--- src/rtl/cqc_pkg.sv ---
// ----------------------------------------------------------------------------
// cqc_pkg
// Shared types and constants of the cube map quadtree cell classifier.
// ----------------------------------------------------------------------------
package cqc_pkg;

    localparam int DEF_MAX_DEPTH  = 14;
    localparam int DEF_COORD_BITS = 16;

    localparam int TAG_W   = 16;
    localparam int FACE_W  = 3;
    localparam int DEPTH_W = 4;
    localparam int CELL_W  = 14;
    localparam int PATH_W  = 28;

    typedef enum logic [1:0] {
        QUAD_PU_PV = 2'd0,
        QUAD_NU_PV = 2'd1,
        QUAD_NU_NV = 2'd2,
        QUAD_PU_NV = 2'd3
    } t_quad;

    typedef struct packed {
        logic [FACE_W-1:0] face;
        logic              degen;
        logic [TAG_W-1:0]  tag;
    } t_ctl;

endpackage

--- src/rtl/cqc_cfg_if.sv ---
// ----------------------------------------------------------------------------
// cqc_cfg_if
// Configuration write channel carrying the tree depth register.
// ----------------------------------------------------------------------------
interface cqc_cfg_if
    import cqc_pkg::*;
();
    logic               valid;
    logic               ready;
    logic [DEPTH_W-1:0] data;

    modport source (output valid, output data, input ready);
    modport sink   (input valid, input data, output ready);
endinterface

--- src/rtl/cqc_point_if.sv ---
// ----------------------------------------------------------------------------
// cqc_point_if
// Input channel carrying one point and its tag.
// ----------------------------------------------------------------------------
interface cqc_point_if
    import cqc_pkg::*;
#(
    parameter int COORD_BITS = DEF_COORD_BITS
) ();
    logic                         valid;
    logic                         ready;
    logic signed [COORD_BITS-1:0] coord_x;
    logic signed [COORD_BITS-1:0] coord_y;
    logic signed [COORD_BITS-1:0] coord_z;
    logic [TAG_W-1:0]             point_tag;

    modport source (output valid, output coord_x, output coord_y, output coord_z,
                    output point_tag, input ready);
    modport sink   (input valid, input coord_x, input coord_y, input coord_z,
                    input point_tag, output ready);
endinterface

--- src/rtl/cqc_result_if.sv ---
// ----------------------------------------------------------------------------
// cqc_result_if
// Output channel carrying the face, leaf cell and quadrant path of a point.
// ----------------------------------------------------------------------------
interface cqc_result_if
    import cqc_pkg::*;
();
    logic              valid;
    logic              ready;
    logic [FACE_W-1:0] face_id;
    logic [CELL_W-1:0] cell_u;
    logic [CELL_W-1:0] cell_v;
    logic [PATH_W-1:0] quad_path;
    logic              degenerate;
    logic [TAG_W-1:0]  tag_out;

    modport source (output valid, output face_id, output cell_u, output cell_v,
                    output quad_path, output degenerate, output tag_out, input ready);
    modport sink   (input valid, input face_id, input cell_u, input cell_v,
                    input quad_path, input degenerate, input tag_out, output ready);
endinterface

--- src/rtl/cubemap_quadtree_cell_classifier.sv ---
// ----------------------------------------------------------------------------
// cubemap_quadtree_cell_classifier
// Classifies points into a cube face and a quadtree leaf cell on that face.
// ----------------------------------------------------------------------------
// Every point passes the face stage and all MAX_DEPTH level cells, whatever tree depth is set.
// One face selection stage is followed by one cell per quadtree level.
// Throughput is one point per cycle while the output is ready; every stage holds its item under stall.
// Synchronous reset clears all stage valid bits and sets r_depth to zero.
// ----------------------------------------------------------------------------
module cubemap_quadtree_cell_classifier
    import cqc_pkg::*;
#(
    parameter int MAX_DEPTH  = DEF_MAX_DEPTH,
    parameter int COORD_BITS = DEF_COORD_BITS
) (
    input  logic          i_clk,
    input  logic          i_rst_n,
    cqc_cfg_if.sink       i_cfg,
    cqc_point_if.sink     i_point,
    cqc_result_if.source  o_result
);

    localparam int TW = COORD_BITS + 2;
    localparam int PW = 2 * MAX_DEPTH;

    logic [DEPTH_W-1:0]   r_depth;

    logic                 w_valid [0:MAX_DEPTH];
    logic                 w_ready [0:MAX_DEPTH];
    t_ctl                 w_ctl   [0:MAX_DEPTH];
    logic signed [TW-1:0] w_t_u   [0:MAX_DEPTH];
    logic signed [TW-1:0] w_t_v   [0:MAX_DEPTH];
    logic [COORD_BITS:0]  w_mabs  [0:MAX_DEPTH];
    logic [MAX_DEPTH-1:0] w_cu    [0:MAX_DEPTH];
    logic [MAX_DEPTH-1:0] w_cv    [0:MAX_DEPTH];
    logic [PW-1:0]        w_path  [0:MAX_DEPTH];

    assign i_cfg.ready = 1'b1;

    always_ff @(posedge i_clk) begin
        if (!i_rst_n) begin
            r_depth <= '0;
        end else if (i_cfg.valid) begin
            r_depth <= i_cfg.data;
        end
    end

    cqc_face_stage #(
        .COORD_BITS (COORD_BITS),
        .TW         (TW)
    ) u_face (
        .i_clk   (i_clk),
        .i_rst_n (i_rst_n),
        .i_valid (i_point.valid),
        .o_ready (i_point.ready),
        .i_x     (i_point.coord_x),
        .i_y     (i_point.coord_y),
        .i_z     (i_point.coord_z),
        .i_tag   (i_point.point_tag),
        .o_valid (w_valid[0]),
        .i_ready (w_ready[0]),
        .o_ctl   (w_ctl[0]),
        .o_t_u   (w_t_u[0]),
        .o_t_v   (w_t_v[0]),
        .o_mabs  (w_mabs[0])
    );

    assign w_cu[0]   = '0;
    assign w_cv[0]   = '0;
    assign w_path[0] = '0;

    for (genvar g = 0; g < MAX_DEPTH; g++) begin : g_level
        cqc_level_cell #(
            .COORD_BITS (COORD_BITS),
            .MAX_DEPTH  (MAX_DEPTH),
            .LEVEL      (g),
            .TW         (TW)
        ) u_cell (
            .i_clk   (i_clk),
            .i_rst_n (i_rst_n),
            .i_depth (r_depth),
            .i_valid (w_valid[g]),
            .o_ready (w_ready[g]),
            .i_ctl   (w_ctl[g]),
            .i_t_u   (w_t_u[g]),
            .i_t_v   (w_t_v[g]),
            .i_mabs  (w_mabs[g]),
            .i_cu    (w_cu[g]),
            .i_cv    (w_cv[g]),
            .i_path  (w_path[g]),
            .o_valid (w_valid[g+1]),
            .i_ready (w_ready[g+1]),
            .o_ctl   (w_ctl[g+1]),
            .o_t_u   (w_t_u[g+1]),
            .o_t_v   (w_t_v[g+1]),
            .o_mabs  (w_mabs[g+1]),
            .o_cu    (w_cu[g+1]),
            .o_cv    (w_cv[g+1]),
            .o_path  (w_path[g+1])
        );
    end

    assign w_ready[MAX_DEPTH] = o_result.ready;

    assign o_result.valid      = w_valid[MAX_DEPTH];
    assign o_result.face_id    = w_ctl[MAX_DEPTH].face;
    assign o_result.degenerate = w_ctl[MAX_DEPTH].degen;
    assign o_result.tag_out    = w_ctl[MAX_DEPTH].tag;
    assign o_result.cell_u     = CELL_W'(w_cu[MAX_DEPTH]);
    assign o_result.cell_v     = CELL_W'(w_cv[MAX_DEPTH]);
    assign o_result.quad_path  = PATH_W'(w_path[MAX_DEPTH]);

    a_degen_zero: assert property (@(posedge i_clk) disable iff (!i_rst_n)
        (o_result.valid && o_result.degenerate) |->
        (o_result.cell_u == '0 && o_result.cell_v == '0 && o_result.quad_path == '0))
        else $error("degenerate point produced a nonzero cell");

    a_face_range: assert property (@(posedge i_clk) disable iff (!i_rst_n)
        o_result.valid |-> (o_result.face_id < FACE_W'(6)))
        else $error("cube face out of range");

    a_depth_zero: assert property (@(posedge i_clk) disable iff (!i_rst_n)
        (o_result.valid && r_depth == '0) |->
        (o_result.cell_u == '0 && o_result.quad_path == '0))
        else $error("cell path set with zero tree depth");

    a_cell_bound: assert property (@(posedge i_clk) disable iff (!i_rst_n)
        o_result.valid |->
        ((o_result.cell_u >> r_depth) == '0 && (o_result.cell_v >> r_depth) == '0))
        else $error("leaf cell exceeds configured depth");

    a_ready_free: assert property (@(posedge i_clk) disable iff (!i_rst_n)
        !w_valid[0] |-> i_point.ready)
        else $error("input stalled with empty face stage");

endmodule

--- src/rtl/cqc_face_stage.sv ---
// ----------------------------------------------------------------------------
// cqc_face_stage
// Selects the major axis and cube face, and seeds the bisection remainders.
// ----------------------------------------------------------------------------
module cqc_face_stage
    import cqc_pkg::*;
#(
    parameter int COORD_BITS = DEF_COORD_BITS,
    parameter int TW         = DEF_COORD_BITS + 2
) (
    input  logic                         i_clk,
    input  logic                         i_rst_n,
    input  logic                         i_valid,
    output logic                         o_ready,
    input  logic signed [COORD_BITS-1:0] i_x,
    input  logic signed [COORD_BITS-1:0] i_y,
    input  logic signed [COORD_BITS-1:0] i_z,
    input  logic [TAG_W-1:0]             i_tag,
    output logic                         o_valid,
    input  logic                         i_ready,
    output t_ctl                         o_ctl,
    output logic signed [TW-1:0]         o_t_u,
    output logic signed [TW-1:0]         o_t_v,
    output logic [COORD_BITS:0]          o_mabs
);

    logic                  r_valid;
    t_ctl                  r_ctl;
    logic signed [TW-1:0]  r_t_u;
    logic signed [TW-1:0]  r_t_v;
    logic [COORD_BITS:0]   r_mabs;

    logic [COORD_BITS:0]   w_ax;
    logic [COORD_BITS:0]   w_ay;
    logic [COORD_BITS:0]   w_az;
    logic [1:0]            w_major;
    logic [COORD_BITS:0]   n_mabs;
    logic                  w_neg;
    logic signed [TW-1:0]  n_t_u;
    logic signed [TW-1:0]  n_t_v;
    t_ctl                  n_ctl;
    logic                  w_load;

    function automatic logic [COORD_BITS:0] f_abs(input logic signed [COORD_BITS-1:0] a);
        logic [COORD_BITS:0] s;
        s = {a[COORD_BITS-1], a};
        return s[COORD_BITS] ? (~s + 1'b1) : s;
    endfunction

    always_comb begin
        w_ax    = f_abs(i_x);
        w_ay    = f_abs(i_y);
        w_az    = f_abs(i_z);
        w_major = 2'd0;
        n_mabs  = w_ax;
        w_neg   = i_x[COORD_BITS-1];
        n_t_u   = TW'(i_y);
        n_t_v   = TW'(i_z);
        if (w_ay > w_ax) begin
            w_major = 2'd1;
            n_mabs  = w_ay;
        end
        if (w_az > n_mabs) begin
            w_major = 2'd2;
            n_mabs  = w_az;
        end
        case (w_major)
            2'd1: begin
                w_neg = i_y[COORD_BITS-1];
                n_t_u = TW'(i_z);
                n_t_v = TW'(i_x);
            end
            2'd2: begin
                w_neg = i_z[COORD_BITS-1];
                n_t_u = TW'(i_x);
                n_t_v = TW'(i_y);
            end
            default: begin
                w_neg = i_x[COORD_BITS-1];
                n_t_u = TW'(i_y);
                n_t_v = TW'(i_z);
            end
        endcase
        n_ctl.face  = FACE_W'(w_major) + (w_neg ? FACE_W'(0) : FACE_W'(3));
        n_ctl.degen = (n_mabs == '0);
        n_ctl.tag   = i_tag;
    end

    assign o_ready = !r_valid || i_ready;
    assign w_load  = i_valid && o_ready;

    always_ff @(posedge i_clk) begin
        if (!i_rst_n) begin
            r_valid <= 1'b0;
        end else if (o_ready) begin
            r_valid <= i_valid;
        end
        if (w_load) begin
            r_ctl  <= n_ctl;
            r_t_u  <= n_t_u;
            r_t_v  <= n_t_v;
            r_mabs <= n_mabs;
        end
    end

    assign o_valid = r_valid;
    assign o_ctl   = r_ctl;
    assign o_t_u   = r_t_u;
    assign o_t_v   = r_t_v;
    assign o_mabs  = r_mabs;

endmodule

--- src/rtl/cqc_level_cell.sv ---
// ----------------------------------------------------------------------------
// cqc_level_cell
// One quadtree level: a non-restoring bisection step on both minor axes.
// ----------------------------------------------------------------------------
module cqc_level_cell
    import cqc_pkg::*;
#(
    parameter int COORD_BITS = DEF_COORD_BITS,
    parameter int MAX_DEPTH  = DEF_MAX_DEPTH,
    parameter int LEVEL      = 0,
    parameter int TW         = DEF_COORD_BITS + 2
) (
    input  logic                      i_clk,
    input  logic                      i_rst_n,
    input  logic [DEPTH_W-1:0]        i_depth,
    input  logic                      i_valid,
    output logic                      o_ready,
    input  t_ctl                      i_ctl,
    input  logic signed [TW-1:0]      i_t_u,
    input  logic signed [TW-1:0]      i_t_v,
    input  logic [COORD_BITS:0]       i_mabs,
    input  logic [MAX_DEPTH-1:0]      i_cu,
    input  logic [MAX_DEPTH-1:0]      i_cv,
    input  logic [2*MAX_DEPTH-1:0]    i_path,
    output logic                      o_valid,
    input  logic                      i_ready,
    output t_ctl                      o_ctl,
    output logic signed [TW-1:0]      o_t_u,
    output logic signed [TW-1:0]      o_t_v,
    output logic [COORD_BITS:0]       o_mabs,
    output logic [MAX_DEPTH-1:0]      o_cu,
    output logic [MAX_DEPTH-1:0]      o_cv,
    output logic [2*MAX_DEPTH-1:0]    o_path
);

    localparam int                 PW  = 2 * MAX_DEPTH;
    localparam int                 POS = 2 * (MAX_DEPTH - 1 - LEVEL);
    localparam logic [DEPTH_W-1:0] LVL = DEPTH_W'(LEVEL);

    logic                  r_valid;
    t_ctl                  r_ctl;
    logic signed [TW-1:0]  r_t_u;
    logic signed [TW-1:0]  r_t_v;
    logic [COORD_BITS:0]   r_mabs;
    logic [MAX_DEPTH-1:0]  r_cu;
    logic [MAX_DEPTH-1:0]  r_cv;
    logic [PW-1:0]         r_path;

    logic                  w_active;
    logic                  w_low_u;
    logic                  w_low_v;
    t_quad                 w_quad;
    logic signed [TW-1:0]  w_m;
    logic signed [TW-1:0]  n_t_u;
    logic signed [TW-1:0]  n_t_v;
    logic [MAX_DEPTH-1:0]  n_cu;
    logic [MAX_DEPTH-1:0]  n_cv;
    logic [PW-1:0]         n_path;
    logic                  w_load;

    always_comb begin
        w_active = !i_ctl.degen && (LVL < i_depth);
        w_low_u  = i_t_u[TW-1];
        w_low_v  = i_t_v[TW-1];
        w_m      = $signed(TW'(i_mabs));
        n_t_u    = w_low_u ? ((i_t_u <<< 1) + w_m) : ((i_t_u <<< 1) - w_m);
        n_t_v    = w_low_v ? ((i_t_v <<< 1) + w_m) : ((i_t_v <<< 1) - w_m);
        case ({w_low_u, w_low_v})
            2'b00:   w_quad = QUAD_PU_PV;
            2'b10:   w_quad = QUAD_NU_PV;
            2'b11:   w_quad = QUAD_NU_NV;
            default: w_quad = QUAD_PU_NV;
        endcase
        n_cu   = i_cu;
        n_cv   = i_cv;
        n_path = i_path;
        if (w_active) begin
            n_cu   = (i_cu << 1) | MAX_DEPTH'(!w_low_u);
            n_cv   = (i_cv << 1) | MAX_DEPTH'(!w_low_v);
            n_path = i_path | (PW'(w_quad) << POS);
        end
    end

    assign o_ready = !r_valid || i_ready;
    assign w_load  = i_valid && o_ready;

    always_ff @(posedge i_clk) begin
        if (!i_rst_n) begin
            r_valid <= 1'b0;
        end else if (o_ready) begin
            r_valid <= i_valid;
        end
        if (w_load) begin
            r_ctl  <= i_ctl;
            r_t_u  <= n_t_u;
            r_t_v  <= n_t_v;
            r_mabs <= i_mabs;
            r_cu   <= n_cu;
            r_cv   <= n_cv;
            r_path <= n_path;
        end
    end

    assign o_valid = r_valid;
    assign o_ctl   = r_ctl;
    assign o_t_u   = r_t_u;
    assign o_t_v   = r_t_v;
    assign o_mabs  = r_mabs;
    assign o_cu    = r_cu;
    assign o_cv    = r_cv;
    assign o_path  = r_path;

endmodule
--- src/flat_wrapper.sv ---
// flat-port wrapper written by rule: the top's interface ports become plain ports
module cubemap_quadtree_cell_classifier_flat import cqc_pkg::*;
#(
    parameter int MAX_DEPTH  = DEF_MAX_DEPTH,
    parameter int COORD_BITS = DEF_COORD_BITS
)
  (i_clk, i_rst_n, i_cfg_valid, i_cfg_data, i_cfg_ready, i_point_valid, i_point_coord_x, i_point_coord_y, i_point_coord_z, i_point_point_tag, i_point_ready, o_result_valid, o_result_face_id, o_result_cell_u, o_result_cell_v, o_result_quad_path, o_result_degenerate, o_result_tag_out, o_result_ready);
  cqc_cfg_if i_cfg_i ();
  cqc_point_if #(.COORD_BITS(COORD_BITS)) i_point_i ();
  cqc_result_if o_result_i ();
  input  logic i_clk;
  input  logic i_rst_n;
  input wire logic [$bits(i_cfg_i.valid)-1:0] i_cfg_valid;
  input wire logic [$bits(i_cfg_i.data)-1:0] i_cfg_data;
  output wire logic [$bits(i_cfg_i.ready)-1:0] i_cfg_ready;
  input wire logic [$bits(i_point_i.valid)-1:0] i_point_valid;
  input wire logic [$bits(i_point_i.coord_x)-1:0] i_point_coord_x;
  input wire logic [$bits(i_point_i.coord_y)-1:0] i_point_coord_y;
  input wire logic [$bits(i_point_i.coord_z)-1:0] i_point_coord_z;
  input wire logic [$bits(i_point_i.point_tag)-1:0] i_point_point_tag;
  output wire logic [$bits(i_point_i.ready)-1:0] i_point_ready;
  output wire logic [$bits(o_result_i.valid)-1:0] o_result_valid;
  output wire logic [$bits(o_result_i.face_id)-1:0] o_result_face_id;
  output wire logic [$bits(o_result_i.cell_u)-1:0] o_result_cell_u;
  output wire logic [$bits(o_result_i.cell_v)-1:0] o_result_cell_v;
  output wire logic [$bits(o_result_i.quad_path)-1:0] o_result_quad_path;
  output wire logic [$bits(o_result_i.degenerate)-1:0] o_result_degenerate;
  output wire logic [$bits(o_result_i.tag_out)-1:0] o_result_tag_out;
  input wire logic [$bits(o_result_i.ready)-1:0] o_result_ready;
  assign i_cfg_i.valid = i_cfg_valid;
  assign i_cfg_i.data = i_cfg_data;
  assign i_cfg_ready = i_cfg_i.ready;
  assign i_point_i.valid = i_point_valid;
  assign i_point_i.coord_x = i_point_coord_x;
  assign i_point_i.coord_y = i_point_coord_y;
  assign i_point_i.coord_z = i_point_coord_z;
  assign i_point_i.point_tag = i_point_point_tag;
  assign i_point_ready = i_point_i.ready;
  assign o_result_valid = o_result_i.valid;
  assign o_result_face_id = o_result_i.face_id;
  assign o_result_cell_u = o_result_i.cell_u;
  assign o_result_cell_v = o_result_i.cell_v;
  assign o_result_quad_path = o_result_i.quad_path;
  assign o_result_degenerate = o_result_i.degenerate;
  assign o_result_tag_out = o_result_i.tag_out;
  assign o_result_i.ready = o_result_ready;
  cubemap_quadtree_cell_classifier #(.MAX_DEPTH(MAX_DEPTH), .COORD_BITS(COORD_BITS)) u_core (.i_clk(i_clk), .i_rst_n(i_rst_n), .i_cfg(i_cfg_i), .i_point(i_point_i), .o_result(o_result_i));
endmodule
--- config.mk ---
export PLATFORM = sky130hd
export DESIGN_NAME = cubemap_quadtree_cell_classifier_flat
export DESIGN_NICKNAME = d
export VERILOG_FILES = /design/src/rtl/cqc_pkg.sv /design/src/rtl/cqc_cfg_if.sv /design/src/rtl/cqc_point_if.sv /design/src/rtl/cqc_result_if.sv /design/src/rtl/cubemap_quadtree_cell_classifier.sv /design/src/rtl/cqc_face_stage.sv /design/src/rtl/cqc_level_cell.sv /design/src/flat_wrapper.sv
export SDC_FILE = /design/constraint.sdc
export NUM_CORES = 2
export LEC_CHECK = 0
export BUFFER_PORTS_ARGS = -buffer_cell sky130_fd_sc_hd__buf_4
export CELL_PAD_IN_SITES_DETAIL_PLACEMENT = 0
export CELL_PAD_IN_SITES_GLOBAL_PLACEMENT = 1
export CORE_ASPECT_RATIO = 1.2
export CORE_UTILIZATION = 47
export DETAILED_ROUTE_END_ITERATION = 10
export PLACE_DENSITY_LB_ADDON = 0.1
export SLEW_MARGIN = 20
export SYNTH_ARGS = -nofsm -noshare
export SYNTH_HDL_FRONTEND = slang
export SYNTH_SLANG_ARGS = --single-unit
--- constraint.sdc ---
create_clock -name i_clk -period 11.1 [get_ports i_clk]
set_clock_uncertainty 0.1 [all_clocks]
set_input_delay 1.11 -clock i_clk [delete_from_list [all_inputs] [get_ports i_clk]]
set_output_delay 1.11 -clock i_clk [all_outputs]
set_load 0.02 [all_outputs]
### After elaboration in Yosys (flattened, before gate mapping)

Cells that the tools add are included.

| cells by class | value |
|---|---|
| add/sub/neg operators | 56 |
| equal/unequal tests | 30 |
| mux-type cells | 90 |
| $lt $le $gt $ge | 16 |
| reduce and logical (&&, ||, !) cells | 116 |
| bitwise logic cells | 42 |

Operators with widths:

| cell | count |
|---|---|
| adder 18 bit | 26 |
| 2-to-1 mux 18 bit | 26 |
| subtractor 18 bit | 26 |
| 2-to-1 mux 14 bit | 26 |
| 2-to-1 mux 28 bit | 13 |
| bitwise OR 14 x 1 -> 14 bit | 26 |
| 2-to-1 mux 17 bit | 5 |
| case mux 2 bit (3 select lines) | 14 |
| case mux 18 bit (2 select lines) | 2 |
| == test 2 bit (second input constant) | 29 |
| zero test 1 bit | 57 |
| adder 17 x 1 -> 17 bit (second input constant) | 3 |
| NOT 17 bit | 3 |
| greater-than comparator 17 bit | 2 |
| logical AND 1 bit | 29 |
| zero test 2 bit | 14 |
| bitwise OR 28 x 10 -> 28 bit | 1 |
| bitwise OR 28 x 12 -> 28 bit | 1 |
| bitwise OR 28 x 14 -> 28 bit | 1 |
| bitwise OR 28 x 16 -> 28 bit | 1 |
| bitwise OR 28 x 18 -> 28 bit | 1 |
| bitwise OR 28 x 2 -> 28 bit | 1 |
| bitwise OR 28 x 20 -> 28 bit | 1 |
| bitwise OR 28 x 22 -> 28 bit | 1 |
| 16 further kinds | 41 |

| storage, ports and cells | value |
|---|---|
| bits in registers | 1828 |
| output and inout bits | 79 |
| word-level logic and storage cells | 497 |

### Depth between registers and ports, before layout

| logic depth | value |
|---|---|
| depth after elaboration | 17 |
| depth in mapped cells | 28 |
| mapped depth without buffers | 25 |

### By module

A second synthesis with hierarchy kept.

| second synthesis, totals | value |
|---|---|
| cells, all modules | 9653 |
| area, all modules | 109767.8 um^2 |

Modules (own cells, without submodules):

| module | times used | area an instance (um^2) | sequential area each (um^2) | cells each |
|---|---|---|---|---|
| cqc_level_cell at u_core.g_level[1].u_cell | 1 | 7594.8 | 3833.7 | 701 |
| cqc_level_cell at u_core.g_level[2].u_cell | 1 | 7541.0 | 3833.7 | 650 |
| cqc_level_cell at u_core.g_level[0].u_cell | 1 | 7538.5 | 3833.7 | 650 |
| cqc_level_cell at u_core.g_level[11].u_cell | 1 | 7493.4 | 3833.7 | 640 |
| cqc_level_cell at u_core.g_level[12].u_cell | 1 | 7480.9 | 3833.7 | 642 |
| cqc_level_cell at u_core.g_level[10].u_cell | 1 | 7475.9 | 3833.7 | 635 |
| cqc_level_cell at u_core.g_level[4].u_cell | 1 | 7460.9 | 3833.7 | 634 |
| cqc_level_cell at u_core.g_level[13].u_cell | 1 | 7450.9 | 3833.7 | 654 |
| cqc_level_cell at u_core.g_level[3].u_cell | 1 | 7432.1 | 3833.7 | 633 |
| cqc_level_cell at u_core.g_level[8].u_cell | 1 | 7427.1 | 3833.7 | 640 |
| cqc_level_cell at u_core.g_level[5].u_cell | 1 | 7412.1 | 3833.7 | 689 |
| cqc_level_cell at u_core.g_level[6].u_cell | 1 | 7402.1 | 3833.7 | 634 |
| cqc_level_cell at u_core.g_level[7].u_cell | 1 | 7395.8 | 3833.7 | 680 |
| cqc_level_cell at u_core.g_level[9].u_cell | 1 | 7382.1 | 3833.7 | 622 |
| 2 more rows | n/a | n/a | n/a | n/a |

### Worst setup path before layout

No wires, ideal clock.

| path | value |
|---|---|
| kind | input-to-reg |
| start | input port o_result_ready |
| end | register u_core.g_level[10].u_cell.r_ctl, in the netlist u_core.g_level[10].u_cell.o_ctl[0] (enable) |
| required time | 10.235 ns |
| arrival | 9.663 ns |
| setup time | 0.765 ns |
| stages | 2 |
| slack | 0.572 ns |
| path buffers | 0 |
| cells stage by stage | and4b_1 > a21boi_0 |

| on the way | value |
|---|---|
| longest elaborated chain between the ends | 5 |

Ends and longest elaborated chain:

| element | line | RTL |
|---|---|---|
| start, declared | flat_wrapper.sv:29 | `input wire logic [$bits(o_result_i.ready)-1:0] o_result_ready;` |
| logical OR 1 bit (4 in a row) | cqc_level_cell.sv:84 | `assign o_ready = !r_valid \|\| i_ready;` |
| logical AND 1 bit | cqc_level_cell.sv:85 | `assign w_load = i_valid && o_ready;` |
| net u_core.g_level[10].u_cell.w_load | cqc_level_cell.sv:59 | `logic w_load;` |
| end signal, assigned | cqc_level_cell.sv:94 | `r_ctl <= i_ctl;` |
| end, declared | cqc_level_cell.sv:41 | `t_ctl r_ctl;` |

The timed path passes the listed nets, and every way through them passes these cells.
A chain may end at the register's enable or synchronous reset.

==> results by group <==
GRT
  • Number of global-route vias before repair: 55820
  • Initial antenna violation count: 1
  • First-pass GRT wire length: 314300 µm
  • Total track usage: 21.98%
  • Pin count of the biggest net entering global routing: 77
  • GRT overflow: 0

Yosys
  • Post-Synth XOR/XNOR Area: 4.584%
  • Syn. warnings: 0
  • Ys flop type: edfxtp_1
  • Yosys top cell by area: edfxtp_1
  • Synthesized instance count: 7571
  • Area contributors post-synth: edfxtp_1 (50%), ha_1 (13%), a21oi_1 (3.1%)
  • Area share of the largest cell type after synthesis: 49.52%
  • Synth Area in Compound Gates: 14.07%
  • Seq/Total Area, Yosys: 49.97%
  • Yosys cell types: 91
  • Mux cell area share after synthesis: 2.722%
  • #FFs+latches synth: 1402
  • Synth Area in Adders: 13.85%
  • Post-Syn Area: 0.08387 mm²
  • Area share of and/or/nand/nor cells after synthesis: 11.02%
  • Synth async-reset ratio: 0%
  • Post-synth EDFFs: 1383
  • Syn_area_per_cell: 11.08 µm²
  • Main combinational cell family by area after synthesis: compound AO/OA/AOI/OAI gates

Clocking
  • Max Root-Sink Buffers: 3
  • Setup bufs post-CTS: 0
  • TritonCTS clock tree: done
  • Hold Buf Count CTS: 0
  • Root Buffer: clkbuf_16
  • Post-CTS Resized: 0
  • Worst-Skew Late Latency: 0.82 ns
  • Total CTS buffers: 150
  • Clk sinks: 1402
  • Clock Pin Slew Worst Setup and Hold Paths: 0.06 ns
  • H-tree depth: 4

Floorplanning
  • Core area: 0.1770 mm²
  • Die ar.: 0.1802 mm²
  • Row count: 169
  • I/O pins: 152
  • Initial core utilization: 47.39%
  • Die height: 464.8 µm
  • Die Width: 387.6 µm

Routing
  • Post-DRT Antenna Nets: 0
  • Drt total wl: 200700 µm
  • # DRC: 0
  • Via density: 5.573
  • Drt pass-1 iters: 6
  • Vias: 56336
  • Routed wire per std cell: 19.86 µm
  • Iter 0 DRT Violations: 3385

Power and ir drop
  • Static Leak: 35.78 nW
  • Peak supply drop: 0.0001313 V
  • P per Cell Area: 137.3 mW/mm²

Cells and area
  • Final instance area: 0.09261 mm²
  • Share of post-route cells with drive strength above 1: 8.284%
  • FILL cells: 15503
  • Commonest cells after routing, fill and taps aside: edfxtp_1 (1383), ha_1 (885), nor2_1 (651), inv_1 (574), a21oi_1 (517)
  • Final Net Count: 8663
  • Area Growth Syn to Fin: 10.41%
  • Commonest non-fill, non-tap cell in the layout: edfxtp_1
  • Fin cells: 10108

Worst setup path
  • Setup CP Type: primary input to flip-flop
  • Critical Path Stages: 25
  • FF-to-FF path depth: 11
  • Delay-heaviest family, CP: compound AO/OA/AOI/OAI gates
  • Worst setup EP type: flip-flop
  • Crit path largest cell delay: 0.63 ns
  • Startpoint Class: primary input
  • Crit path buf inv count: 4
  • Crit path max fanout: 32
  • Cell mode on critical path: ha_1
  • Worst path slowest cell: a221oi_1
  • CP Data Required Time: 11.55 ns
  • Arrival time of the worst setup path: 7.75 ns

Place
  • Placed cell count: 9833
  • I/O Buffers: 150
  • HPWL Detailed: 156300 µm
  • GP Congestion: 0.8639
  • Area of placed instances: 0.08753 mm²

Status
  • Status: completed

Run
  • Maxcap violations: 0

STA
  • Setup TNS: 0 ns
  • Slew margin rel.: 23.90%
  • Final setup viols: 0
  • Hold Fails Final Rpt: 0
  • Period utilization: 65.80%
  • Clock period minus worst slack: 7.304 ns
  • Pins Over Slew Limit: 0
  • Worst slew pin tran: 1.127 ns
  • RSZ-0062 raised after global routing: no
  • Maximum clock rate: 0.1369 GHz

Hold path
  • Hold path depth: 0
  • HP Class: flip-flop to flip-flop
[synth_stat cells (all sizes together) (105+ instances only)]
cell	instances
nor3	216
xor2	148
clkbuf	230
a21oi	519
mux2	134
nor2	651
edfxtp	1383
inv	578
nor2b	123
o21ai	420
xnor2	291
o21bai	105
ha	885
nand2	445
[logic make-up (layout without fill, tap and decap cells)]
| group | count (synthesis) | in the layout |
|---|---|---|
| mux | 211 | 211 |
| compound gates | 1816 | 1816 |
| other cells | 2 | 8 |
| flops | 1402 | 1402 |
| xor+xnor | 439 | 439 |
| simple gates | 1947 | 1947 |
| buf+inv | 842 | 1065 |
| fa+ha+maj | 912 | 912 |
[layout make-up]
| class | count | area (µm²) | area share (%) |
|---|---|---|---|
| flip-flops and latches | 1402 | 41910 | 45.26 |
| multi-input cells | 5331 | 38980 | 42.09 |
| clock buffers | 172 | 3836 | 4.142 |
| well taps | 2308 | 2888 | 3.118 |
| inverters | 584 | 2192 | 2.367 |
| repair buffers | 209 | 1577 | 1.702 |
| clock inverters | 100 | 1216 | 1.313 |
| diodes | 2 | 5.005 | 0.005404 |
[worst register-to-register path: cells and delay by family (launching register included)]
kind                       cells  cell delay (ns)
AOI/OAI and AO/OA              7             2.55
DFF                            1             0.48
adders and majority gates      1             0.37
and+or+nand+nor                1             0.11
buffers and inverters          1             0.08
xor gates and xnor gates       1             0.06
[sequential cells by signal (all words and copies together), names as in the netlist]
register	count
u_core.g_level.u_cell.o_ctl	280
u_core.g_level.u_cell.o_cu	105
u_core.g_level.u_cell.o_t_u	217
u_core.u_face.o_t_v	16
u_core.r_depth	4
u_core.u_face.o_valid	1
u_core.g_level.u_cell.o_valid	14
u_core.u_face.o_t_u	16
u_core.g_level.u_cell.o_t_v	205
u_core.u_face.o_ctl	20
u_core.g_level.u_cell.o_cv	105
u_core.g_level.u_cell.o_mabs	192
u_core.u_face.o_mabs	17
u_core.g_level.u_cell.o_path	210
[power breakdown]
| group | leakage, nW | internal (mW) | switching [mW] |
|---|---|---|---|
| Clock | 2.42 | 2.88 | 2.18 |
| Combinational | 20.6 | 0.651 | 0.939 |
| Sequential | 12.7 | 5.96 | 0.113 |
[path summary, 6_finish.rpt]
kind,start,slack (ns),end
worst min-delay path,u_core.g_level[7].u_cell.o_path[22],0.28,u_core.g_level[8].u_cell.o_path[22]
worst max-delay path,i_point_coord_x[0],3.80,u_core.u_face.o_ctl[18]
worst min register to register,u_core.g_level[7].u_cell.o_path[22],0.28,u_core.g_level[8].u_cell.o_path[22]
worst max register to register,u_core.g_level[6].u_cell.o_t_u[0],7.10,u_core.g_level[7].u_cell.o_t_u[15]
[layer usage]
layer  up-vias  wire (µm)  GRT usage, %
met4         0       5098         6.433
met3       302       5822         2.588
met5         -          0             0
met2       935     104900         40.80
met1     27141      84880         26.44
li1      27958          -             -
[per-stage QoR]
| step | worst slack [ns] | hold WS [ns] | utilization (%) | total power [mW] |
|---|---|---|---|---|
| finish | 3.796 | 0.2811 | 52.32 | 12.72 |
| CTS | 3.920 | 0.2677 | 52.31 | 12.88 |
| detailed placement | 3.026 | 0.3045 | 49.46 | 7.767 |
| floorplan | 0.5722 | 0.3003 | - | 7.319 |
| global placement | 3.024 | 0.3001 | 49.46 | 7.747 |
| global route | 3.439 | 0.2978 | 52.32 | 13.27 |
No activity file was read; power rests on OpenSTA's default activity.
